## src/rtl/ssbseg_pkg.sv

```systemverilog
`timescale 1ns / 1ps
// ----------------------------------------------------------------------------
// ssbseg_pkg - shared types and constants of the SRAM bank segmenter
// Operation codes, command bytes, field widths and the divider result bundle.
// ----------------------------------------------------------------------------
package ssbseg_pkg;

    // request kinds
    localparam logic [1:0] OP_READ  = 2'd0;
    localparam logic [1:0] OP_WRITE = 2'd1;
    localparam logic [1:0] OP_FILL  = 2'd2;
    localparam logic [1:0] OP_NONE  = 2'd3;

    // serial command bytes (low two bits carried)
    localparam logic [1:0] CMD_READ  = 2'd3;
    localparam logic [1:0] CMD_WRITE = 2'd2;

    // element size codes
    localparam logic [1:0] ESZ_WORD = 2'd2;

    // configuration register indexes
    localparam logic CFG_CHIP_SIZE  = 1'b0;
    localparam logic CFG_CHIP_COUNT = 1'b1;

    // widths
    localparam int ADDR_W   = 30;   // byte address / byte length after scaling
    localparam int CSZ_W    = 25;   // chip size in bytes
    localparam int CCNT_W   = 5;    // chip count
    localparam int TOTAL_W  = 29;   // bank size in bytes
    localparam int CADDR_W  = 24;   // in-chip address
    localparam int OFF_W    = 28;   // buffer offset
    localparam int QUOT_W   = 4;    // chip index
    localparam int STEP_W   = 2;    // divider step counter

    // divider result
    typedef struct packed {
        logic                done;
        logic [QUOT_W-1:0]   quot;
        logic [CADDR_W-1:0]  rem;
    } div_res_t;

endpackage

```

## src/rtl/ssbseg_div.sv

```systemverilog
`timescale 1ns / 1ps
// ----------------------------------------------------------------------------
// ssbseg_div - iterative restoring divider for the chip index
// One trial subtract per cycle over four quotient bits. The dividend must be
// below sixteen times the divisor; the remainder then fits the chip address.
// ----------------------------------------------------------------------------
module ssbseg_div (
    input  logic                                clk,
    input  logic                                rst_n,
    input  logic                                start,
    input  logic [ssbseg_pkg::ADDR_W-1:0]       dividend,
    input  logic [ssbseg_pkg::CSZ_W-1:0]        divisor,
    output ssbseg_pkg::div_res_t                res
);
    import ssbseg_pkg::*;

    logic [ADDR_W-1:0] rem_reg;
    logic [QUOT_W-1:0] quot_reg;
    logic [STEP_W-1:0] step_reg;
    logic              busy_reg;
    logic              done_reg;

    logic [ADDR_W-1:0] dvs_sh;
    logic [ADDR_W:0]   trial;

    // shared trial subtract: remainder minus divisor shifted to this step
    always_comb
    begin
        dvs_sh = {{(ADDR_W-CSZ_W){1'b0}}, divisor} << step_reg;
        trial  = {1'b0, rem_reg} - {1'b0, dvs_sh};
    end

    // step sequencer
    always_ff @(posedge clk or negedge rst_n)
    begin
        if (!rst_n)
        begin
            rem_reg  <= '0;
            quot_reg <= '0;
            step_reg <= '0;
            busy_reg <= 1'b0;
            done_reg <= 1'b0;
        end
        else
        begin
            done_reg <= 1'b0;
            if (start)
            begin
                rem_reg  <= dividend;
                quot_reg <= '0;
                step_reg <= STEP_W'(QUOT_W - 1);
                busy_reg <= 1'b1;
            end
            else if (busy_reg)
            begin
                if (!trial[ADDR_W])
                begin
                    rem_reg            <= trial[ADDR_W-1:0];
                    quot_reg[step_reg] <= 1'b1;
                end
                step_reg <= step_reg - 1'b1;
                if (step_reg == '0)
                begin
                    busy_reg <= 1'b0;
                    done_reg <= 1'b1;
                end
            end
        end
    end

    assign res.done = done_reg;
    assign res.quot = quot_reg;
    assign res.rem  = rem_reg[CADDR_W-1:0];

endmodule

```

## src/rtl/spi_sram_bank_segmenter_top.sv

```systemverilog
`timescale 1ns / 1ps
// ----------------------------------------------------------------------------
// spi_sram_bank_segmenter_top - maps an access request onto serial SRAM chips
// Splits a read, write or fill request into one word per chip-bounded segment.
// ----------------------------------------------------------------------------
// Usage:
//   Requests arrive on the s_ channel (op in s_tuser). Each accepted word gives
//   one segment word per chip touched on the m_ channel, m_tlast on the final
//   one, or a single error word (m_tuser high) when the range passes the end
//   of the bank. Zero-length read and write requests and op code 3 give nothing.
//   chip_size and chip_count are written over the cfg_ channel while idle;
//   cfg_ready is always high.
// Timing:
//   accept, bank-size multiply, range check, then the shared restoring
//   divider that finds the first chip; after that the segments in order,
//   each waiting while the receiver stalls. s_tready returns once the last
//   segment or the error word is loaded. The divider sets the setup cost.
// Reset and stall:
//   reset returns chip_size to 131072, chip_count to 1 and drops all words in
//   flight. A stalled receiver holds the output register; the sequencer waits
//   with the next segment and s_tready stays low until the request is done.
// ----------------------------------------------------------------------------
module spi_sram_bank_segmenter_top #(
    parameter int MAX_CHIPS         = 16,
    parameter int CHIP_ADDRESS_BITS = 24
) (
    input  logic        clk,
    input  logic        rst_n,
    // request: start_address[27:0], length[55:28], element_size[57:56], zero pad
    input  logic        s_tvalid,
    output logic        s_tready,
    input  logic [63:0] s_tdata,
    // op[1:0]
    input  logic [1:0]  s_tuser,
    // segment: chip_index[3:0], chip_address[27:4], command[29:28],
    // byte_count[54:30], buffer_offset[82:55], zero pad
    output logic        m_tvalid,
    input  logic        m_tready,
    output logic [87:0] m_tdata,
    // error[0]
    output logic        m_tuser,
    output logic        m_tlast,
    // configuration writes
    input  logic        cfg_valid,
    output logic        cfg_ready,
    input  logic        cfg_index,
    input  logic [24:0] cfg_data
);
    import ssbseg_pkg::*;

    localparam logic [CSZ_W-1:0]  CSZ_MAX  = CSZ_W'(1) << CHIP_ADDRESS_BITS;
    localparam logic [CCNT_W-1:0] CCNT_MAX = CCNT_W'(MAX_CHIPS);

    typedef enum logic [2:0] {
        ST_IDLE,
        ST_PREP,
        ST_CHECK,
        ST_DIV,
        ST_SEG
    } state_t;

    state_t             state_reg;
    logic [CSZ_W-1:0]   chip_size_reg;
    logic [CCNT_W-1:0]  chip_count_reg;

    logic [CSZ_W-1:0]   csz_reg;
    logic [CCNT_W-1:0]  ccnt_reg;
    logic [TOTAL_W-1:0] total_reg;
    logic               fill_reg;
    logic [1:0]         cmd_reg;
    logic [ADDR_W-1:0]  addr_reg;
    logic [ADDR_W-1:0]  len_reg;
    logic [QUOT_W-1:0]  chip_reg;
    logic [CADDR_W-1:0] caddr_reg;
    logic [CSZ_W-1:0]   left_reg;
    logic [OFF_W-1:0]   off_reg;

    logic               m_valid_reg;
    logic [QUOT_W-1:0]  o_chip_reg;
    logic [CADDR_W-1:0] o_caddr_reg;
    logic [1:0]         o_cmd_reg;
    logic [CSZ_W-1:0]   o_cnt_reg;
    logic [OFF_W-1:0]   o_off_reg;
    logic               o_last_reg;
    logic               o_err_reg;

    div_res_t           div_res;
    logic               div_start;

    logic               in_acc;
    logic [1:0]         in_op;
    logic [27:0]        in_addr;
    logic [27:0]        in_len;
    logic [1:0]         in_esz;
    logic [CSZ_W-1:0]   csz_eff;
    logic [CCNT_W-1:0]  ccnt_eff;
    logic [29:0]        product;
    logic [ADDR_W:0]    range_end;
    logic               range_err;
    logic               slot_free;
    logic               out_load;
    logic [CSZ_W-1:0]   seg_cnt;
    logic [ADDR_W-1:0]  len_next;
    logic [OFF_W-1:0]   off_next;

    // configuration registers
    assign cfg_ready = 1'b1;

    always_ff @(posedge clk or negedge rst_n)
    begin
        if (!rst_n)
        begin
            chip_size_reg  <= CSZ_W'(131072);
            chip_count_reg <= CCNT_W'(1);
        end
        else if (cfg_valid)
        begin
            case (cfg_index)
                CFG_CHIP_SIZE:  chip_size_reg  <= cfg_data;
                CFG_CHIP_COUNT: chip_count_reg <= cfg_data[CCNT_W-1:0];
                default:        ;
            endcase
        end
    end

    // request decode and clamping of the configuration
    always_comb
    begin
        in_op   = s_tuser;
        in_addr = s_tdata[27:0];
        in_len  = s_tdata[55:28];
        in_esz  = (s_tdata[57:56] > ESZ_WORD) ? ESZ_WORD : s_tdata[57:56];
        if (chip_size_reg == '0)
            csz_eff = CSZ_W'(1);
        else if (chip_size_reg > CSZ_MAX)
            csz_eff = CSZ_MAX;
        else
            csz_eff = chip_size_reg;
        if (chip_count_reg == '0)
            ccnt_eff = CCNT_W'(1);
        else if (chip_count_reg > CCNT_MAX)
            ccnt_eff = CCNT_MAX;
        else
            ccnt_eff = chip_count_reg;
    end

    assign s_tready = (state_reg == ST_IDLE);
    assign in_acc   = s_tvalid && s_tready;

    // bank size, range check and segment length
    always_comb
    begin
        product   = {5'b0, csz_reg} * {25'b0, ccnt_reg};
        range_end = {1'b0, addr_reg} + {1'b0, len_reg};
        range_err = range_end > {2'b0, total_reg};
        slot_free = !m_valid_reg || m_tready;
        seg_cnt   = ({5'b0, left_reg} < len_reg) ? left_reg : len_reg[CSZ_W-1:0];
        len_next  = len_reg - {5'b0, seg_cnt};
        off_next  = off_reg + {3'b0, seg_cnt};
    end

    // a new word enters the output register
    assign out_load = slot_free &&
                      ((state_reg == ST_CHECK && range_err) || state_reg == ST_SEG);

    assign div_start = (state_reg == ST_CHECK) && !range_err;

    ssbseg_div u_div (
        .clk      (clk),
        .rst_n    (rst_n),
        .start    (div_start),
        .dividend (addr_reg),
        .divisor  (csz_reg),
        .res      (div_res)
    );

    // sequencer and output register
    always_ff @(posedge clk or negedge rst_n)
    begin
        if (!rst_n)
        begin
            state_reg   <= ST_IDLE;
            csz_reg     <= '0;
            ccnt_reg    <= '0;
            total_reg   <= '0;
            fill_reg    <= 1'b0;
            cmd_reg     <= '0;
            addr_reg    <= '0;
            len_reg     <= '0;
            chip_reg    <= '0;
            caddr_reg   <= '0;
            left_reg    <= '0;
            off_reg     <= '0;
            m_valid_reg <= 1'b0;
            o_chip_reg  <= '0;
            o_caddr_reg <= '0;
            o_cmd_reg   <= '0;
            o_cnt_reg   <= '0;
            o_off_reg   <= '0;
            o_last_reg  <= 1'b0;
            o_err_reg   <= 1'b0;
        end
        else
        begin
            if (out_load)
                m_valid_reg <= 1'b1;
            else if (m_tready)
                m_valid_reg <= 1'b0;

            case (state_reg)
                ST_IDLE:
                begin
                    if (in_acc && in_op != OP_NONE &&
                        (in_op == OP_FILL || in_len != '0))
                    begin
                        csz_reg  <= csz_eff;
                        ccnt_reg <= ccnt_eff;
                        fill_reg <= (in_op == OP_FILL);
                        cmd_reg  <= (in_op == OP_READ) ? CMD_READ : CMD_WRITE;
                        if (in_op == OP_FILL)
                            addr_reg <= '0;
                        else
                            addr_reg <= {2'b0, in_addr} << in_esz;
                        len_reg   <= {2'b0, in_len} << in_esz;
                        state_reg <= ST_PREP;
                    end
                end

                ST_PREP:
                begin
                    total_reg <= product[TOTAL_W-1:0];
                    if (fill_reg)
                        len_reg <= {1'b0, product[TOTAL_W-1:0]};
                    state_reg <= ST_CHECK;
                end

                ST_CHECK:
                begin
                    if (!range_err)
                        state_reg <= ST_DIV;
                    else if (slot_free)
                    begin
                        // out of bank: one error word
                        o_chip_reg  <= '0;
                        o_caddr_reg <= '0;
                        o_cmd_reg   <= cmd_reg;
                        o_cnt_reg   <= '0;
                        o_off_reg   <= '0;
                        o_last_reg  <= 1'b1;
                        o_err_reg   <= 1'b1;
                        state_reg   <= ST_IDLE;
                    end
                end

                ST_DIV:
                begin
                    if (div_res.done)
                    begin
                        chip_reg  <= div_res.quot;
                        caddr_reg <= div_res.rem;
                        left_reg  <= csz_reg - {1'b0, div_res.rem};
                        off_reg   <= '0;
                        state_reg <= ST_SEG;
                    end
                end

                ST_SEG:
                begin
                    if (slot_free)
                    begin
                        o_chip_reg  <= chip_reg;
                        o_caddr_reg <= caddr_reg;
                        o_cmd_reg   <= cmd_reg;
                        o_cnt_reg   <= seg_cnt;
                        o_off_reg   <= off_reg;
                        o_last_reg  <= (len_next == '0);
                        o_err_reg   <= 1'b0;
                        // later segments start at the bottom of their chip
                        caddr_reg   <= '0;
                        len_reg     <= len_next;
                        off_reg     <= off_next;
                        chip_reg    <= chip_reg + 1'b1;
                        left_reg    <= csz_reg;
                        if (len_next == '0)
                            state_reg <= ST_IDLE;
                    end
                end

                default:
                begin
                    state_reg <= ST_IDLE;
                end
            endcase
        end
    end

    assign m_tvalid = m_valid_reg;
    assign m_tdata  = {5'b0, o_off_reg, o_cnt_reg, o_cmd_reg, o_caddr_reg, o_chip_reg};
    assign m_tuser  = o_err_reg;
    assign m_tlast  = o_last_reg;

endmodule

```

## config.mk

```make
export PLATFORM = sky130hd
export DESIGN_NAME = spi_sram_bank_segmenter_top
export DESIGN_NICKNAME = d
export VERILOG_FILES = /design/src/rtl/ssbseg_pkg.sv /design/src/rtl/ssbseg_div.sv /design/src/rtl/spi_sram_bank_segmenter_top.sv
export SDC_FILE = /design/constraint.sdc
export NUM_CORES = 1
export LEC_CHECK = 0
export BUFFER_PORTS_ARGS = -buffer_cell sky130_fd_sc_hd__buf_2
export CORE_MARGIN = 4
export CORE_UTILIZATION = 50
export DETAILED_ROUTE_END_ITERATION = 6
export GPL_TIMING_DRIVEN = 0
export PLACE_DENSITY = 0.65
export SLEW_MARGIN = 0
export SYNTH_ARGS = -nofsm -noshare
export SYNTH_HDL_FRONTEND = slang
export SYNTH_SLANG_ARGS = --single-unit
```

## constraint.sdc

```tcl
create_clock -name clk -period 7.55 [get_ports clk]
set_clock_uncertainty 0.1 [all_clocks]
set_input_delay 2.265 -clock clk [delete_from_list [all_inputs] [get_ports clk]]
set_output_delay 2.265 -clock clk [all_outputs]
set_load 0.05 [all_outputs]
```

==> results.md <==
* Port Buffer Count at approximately 180
* Min Tclk post-route at 7.20 ns
* Crit path max fanout at 10
* Die area at between 0.06 and 0.07 sq mm
* LEAKAGE at approximately 0.015 uW
* Share of cells above drive strength 1 at between 10% and 20%
* Top_reg_cell synth: dfrtp_1
* GPL Wtd Cong at about 1.1
* Gate power share at 67.3%
* Antenna Nets Post-Route at 0
* Unrepaired setup endpoints after global routing: no
* Initial antenna violation count at 4
* Worst Tran Pin Value at approximately 1.2 ns
* Grt ovf at 0
* Hold violation total from the final report at 0
* Relative slew slack at approximately a fifth
* Ys Warns at 0
* Post-Syn Area at approximately 0.028 sq mm
* Syn Area/Cell at 8.85 sq um
* Worst hold-check path type: flip-flop to flip-flop
* Run status: finished, final reports clean
* Number of global-route vias before repair at 25,378
* Final period util at 95.4%
* Maximum VDD drop at 0.234 mV
* Register area at 0.00901 sq mm
* Sequential area share after synthesis at a little under a third
* Final net count at roughly 3,800
* Clock Pin Slew Worst Setup and Hold Paths at approximately 0.060 ns
* P per Cell Area at ~570 mW/mm^2
* WL/cell at around 25 um
* #FFs+latches synth at 360
* CTS root buf: clkbuf_16
* Vias per cell at between 6 and 7
* CTS H-tree lvls at 2
* NetSw at between 9000 and 10,000 uW
* P_int at 8500 uW
* Largest net degree at the start of global routing at 119
* Final setup viols at 0
* WP data arrival at 7.53 ns
* Max Slew Vio Count at 0
* Switch share at between 50% and 60%
* Number of synthesized flops with an enable pin at 0
* Utilization after layout at a little under three fifths
* Core Area at approximately 0.055 sq mm
* Netlist cell types at 90
* Std cell rows at 86
* Global-route wire length before repair at around 160 mm
* Ys async rst share at between 90% and 100%
* Synth area leader: dfrtp_1
* Clock Sinks at 360
* Multi-input gate area at between 0.015 and 0.02 sq mm
* TritonCTS clock tree: built
* Area grow syn2layout at 12.3%
* Hold buffers post-CTS at 0
* Drt pass-1 iters at 6
* Detailed-route DRC error count at 0
* Kind of critical path: flip-flop to flip-flop
* CP required at between 7 and 8 ns
* Clk buf depth at 3
* Top cell type's share of synthesized area at approximately a third
* Total CTS buffers at 42
* CP startpoint kind: flip-flop
* Seq pwr share at between 20% and 30%
* Die Ht at roughly 250 um
* Syn Inst Count at between 3,000 and 4,000
* Via count at between 20,000 and 30,000
* Die Width at approximately 250 um
* Clock share of power at between 10% and 20%
* DRT iter0 DRCs at about 2,500
* GRT Resource Usage Total at around 35%
* Final-layout fill cell count at 5,129
* Post-DP HPWL at between 80 and 90 mm
* Ports at 190
* Max_cap viols at 0
* Crit end category: flip-flop
* Clock Latency Late Sink at about 0.61 ns
* Initial Util at 50.9%
* Design Power at about 18,000 uW
* Achievable Freq at between 0.1 and 0.15 GHz
* DRT Wirelength at 107 mm
* Top cells by area, synth: dfrtp_1 32%, ha_1 10%, fa_1 5.2%
==> worst max-delay path: stages (launching register included) <==
cell and delay (ns):
dfrtp_1 0.56, or4_1 0.64, a211oi_1 0.41, nor4bb_1 0.35
a22o_1 0.43, buf_2 0.43, mux2i_1 0.52, ha_1 0.33
buf_2 0.17, a211oi_1 0.34, o21ai_2 0.18, a41o_1 0.36
a21o_1 0.21, a31o_1 0.25, mux2i_1 0.13, or4_1 0.41
or4b_1 0.55, nor4_1 0.48, o21ai_1 0.17
==> cells in the final DEF, fill, tap and decap left out, types with 68 or more instances in the layout <==
cell	synthesis	final
nand2_1	307	307
a22o_1	81	81
dfrtp_1	358	358
inv_1	226	226
mux2i_1	97	95
nand3_1	99	99
fa_1	73	73
xnor2_1	77	77
buf_2	7	181
and2_1	68	68
clkbuf_1	151	155
a21oi_1	215	215
ha_1	227	227
nor2_1	177	177
o21ai_0	258	258
==> power by group through the flow <==
stage / registers [uW] / logic (uW) / clock network [uW]
6_report: 3600 / 12100 / 2260
5_1_grt: 3610 / 13200 / 2360
4_1_cts: 3540 / 11800 / 2280
3_5_place_dp: 3570 / 11800 / 0
3_3_place_gp: 3560 / 11600 / 0
2_1_floorplan: 3290 / 8390 / 0
==> what timing repair did <==
item / in CTS / in global routing
gates resized for setup: 2 / 4
pin swaps: 0 / 0
cloned: 0 / 0
setup buffers: 0 / 0
endpoints found under the setup margin: 2 / 4
==> final timing paths <==
check | cells after the start | startpoint | slack (ns) | end
hold / removal | 1 | cmd_reg[1] | 0.37 | cmd_reg[1]
hold reg to reg | 1 | cmd_reg[1] | 0.37 | cmd_reg[1]
max in group asynchronous | 4 | rst_n | 3.90 | csz_reg[18]
setup / recovery | 18 | len_reg[27] | 0.35 | state_reg[2]
min in group asynchronous | 1 | rst_n | 1.54 | o_off_reg[16]
setup reg to reg | 18 | len_reg[27] | 0.35 | state_reg[2]
==> logic make-up after synthesis <==
logic type	Yosys count	share of synthesized area, %
adder cells (fa/ha/maj)	301	15.3
AO/OA/AOI/OAI	931	21.7
flip-flops	360	32.0
other	2	0.0266
multiplexers	151	6.08
AND/OR/NAND/NOR	913	15.8
XOR/XNOR	115	3.57
buffers and inverters	413	5.61
==> final cells by class <==
cell class	instances	area share (%)
plain buffers	185	2.30
clock inverters	20	1.06
multi-input cells	2417	55.7
clock buffers	55	3.73
inverters	227	2.69
flip-flops and latches	360	28.5
well taps	748	2.96
diodes	1	0.00790
repair buffers	179	3.07
==> stage by stage <==
step / hold slack [ns] / cells / instance area (sq um) / TNS [ns] / setup WS (ns)
finish: 0.373 / 4192 / 31700 / 0 / 0.348
global route: 0.404 / 4191 / 31700 / 0 / 0.0839
CTS: 0.383 / 4192 / 31600 / 0 / 0.135
detailed placement: 0.369 / 4117 / 30100 / -0.525 / -0.390
global placement: 0.349 / 4114 / 30000 / -1017.05 / -2.90
floorplan: 0.330 / 3190 / 28200 / 0 / 1.59
==> synth_stat cells, drive strengths merged, types with 22 or more instances <==
master	number
nand4	24
and2	70
a21oi	215
buf	34
ha	227
o21ai	262
nor3	45
o31ai	44
a2bb2oi	23
clkbuf	152
nor2	177
mux2i	97
a211oi	33
nand2b	26
or3	26
fa	73
a22oi	29
nand3	99
a21o	63
xnor2	77
inv	226
nor2b	37
mux2	42
nand2	307
a22o	81
o21a	22
and3	22
dfrtp	358
xor2	38
==> routing by layer <==
metal / share of wire (%) / GRT usage (%) / wire, um
met5: 0.019 / 0 / 20
met4: 4.9 / 14.5 / 5190
met3: 9.0 / 6.38 / 9590
met2: 45 / 54.7 / 47700
met1: 41 / 47.1 / 44200
(Power assumes the default switching activity.)
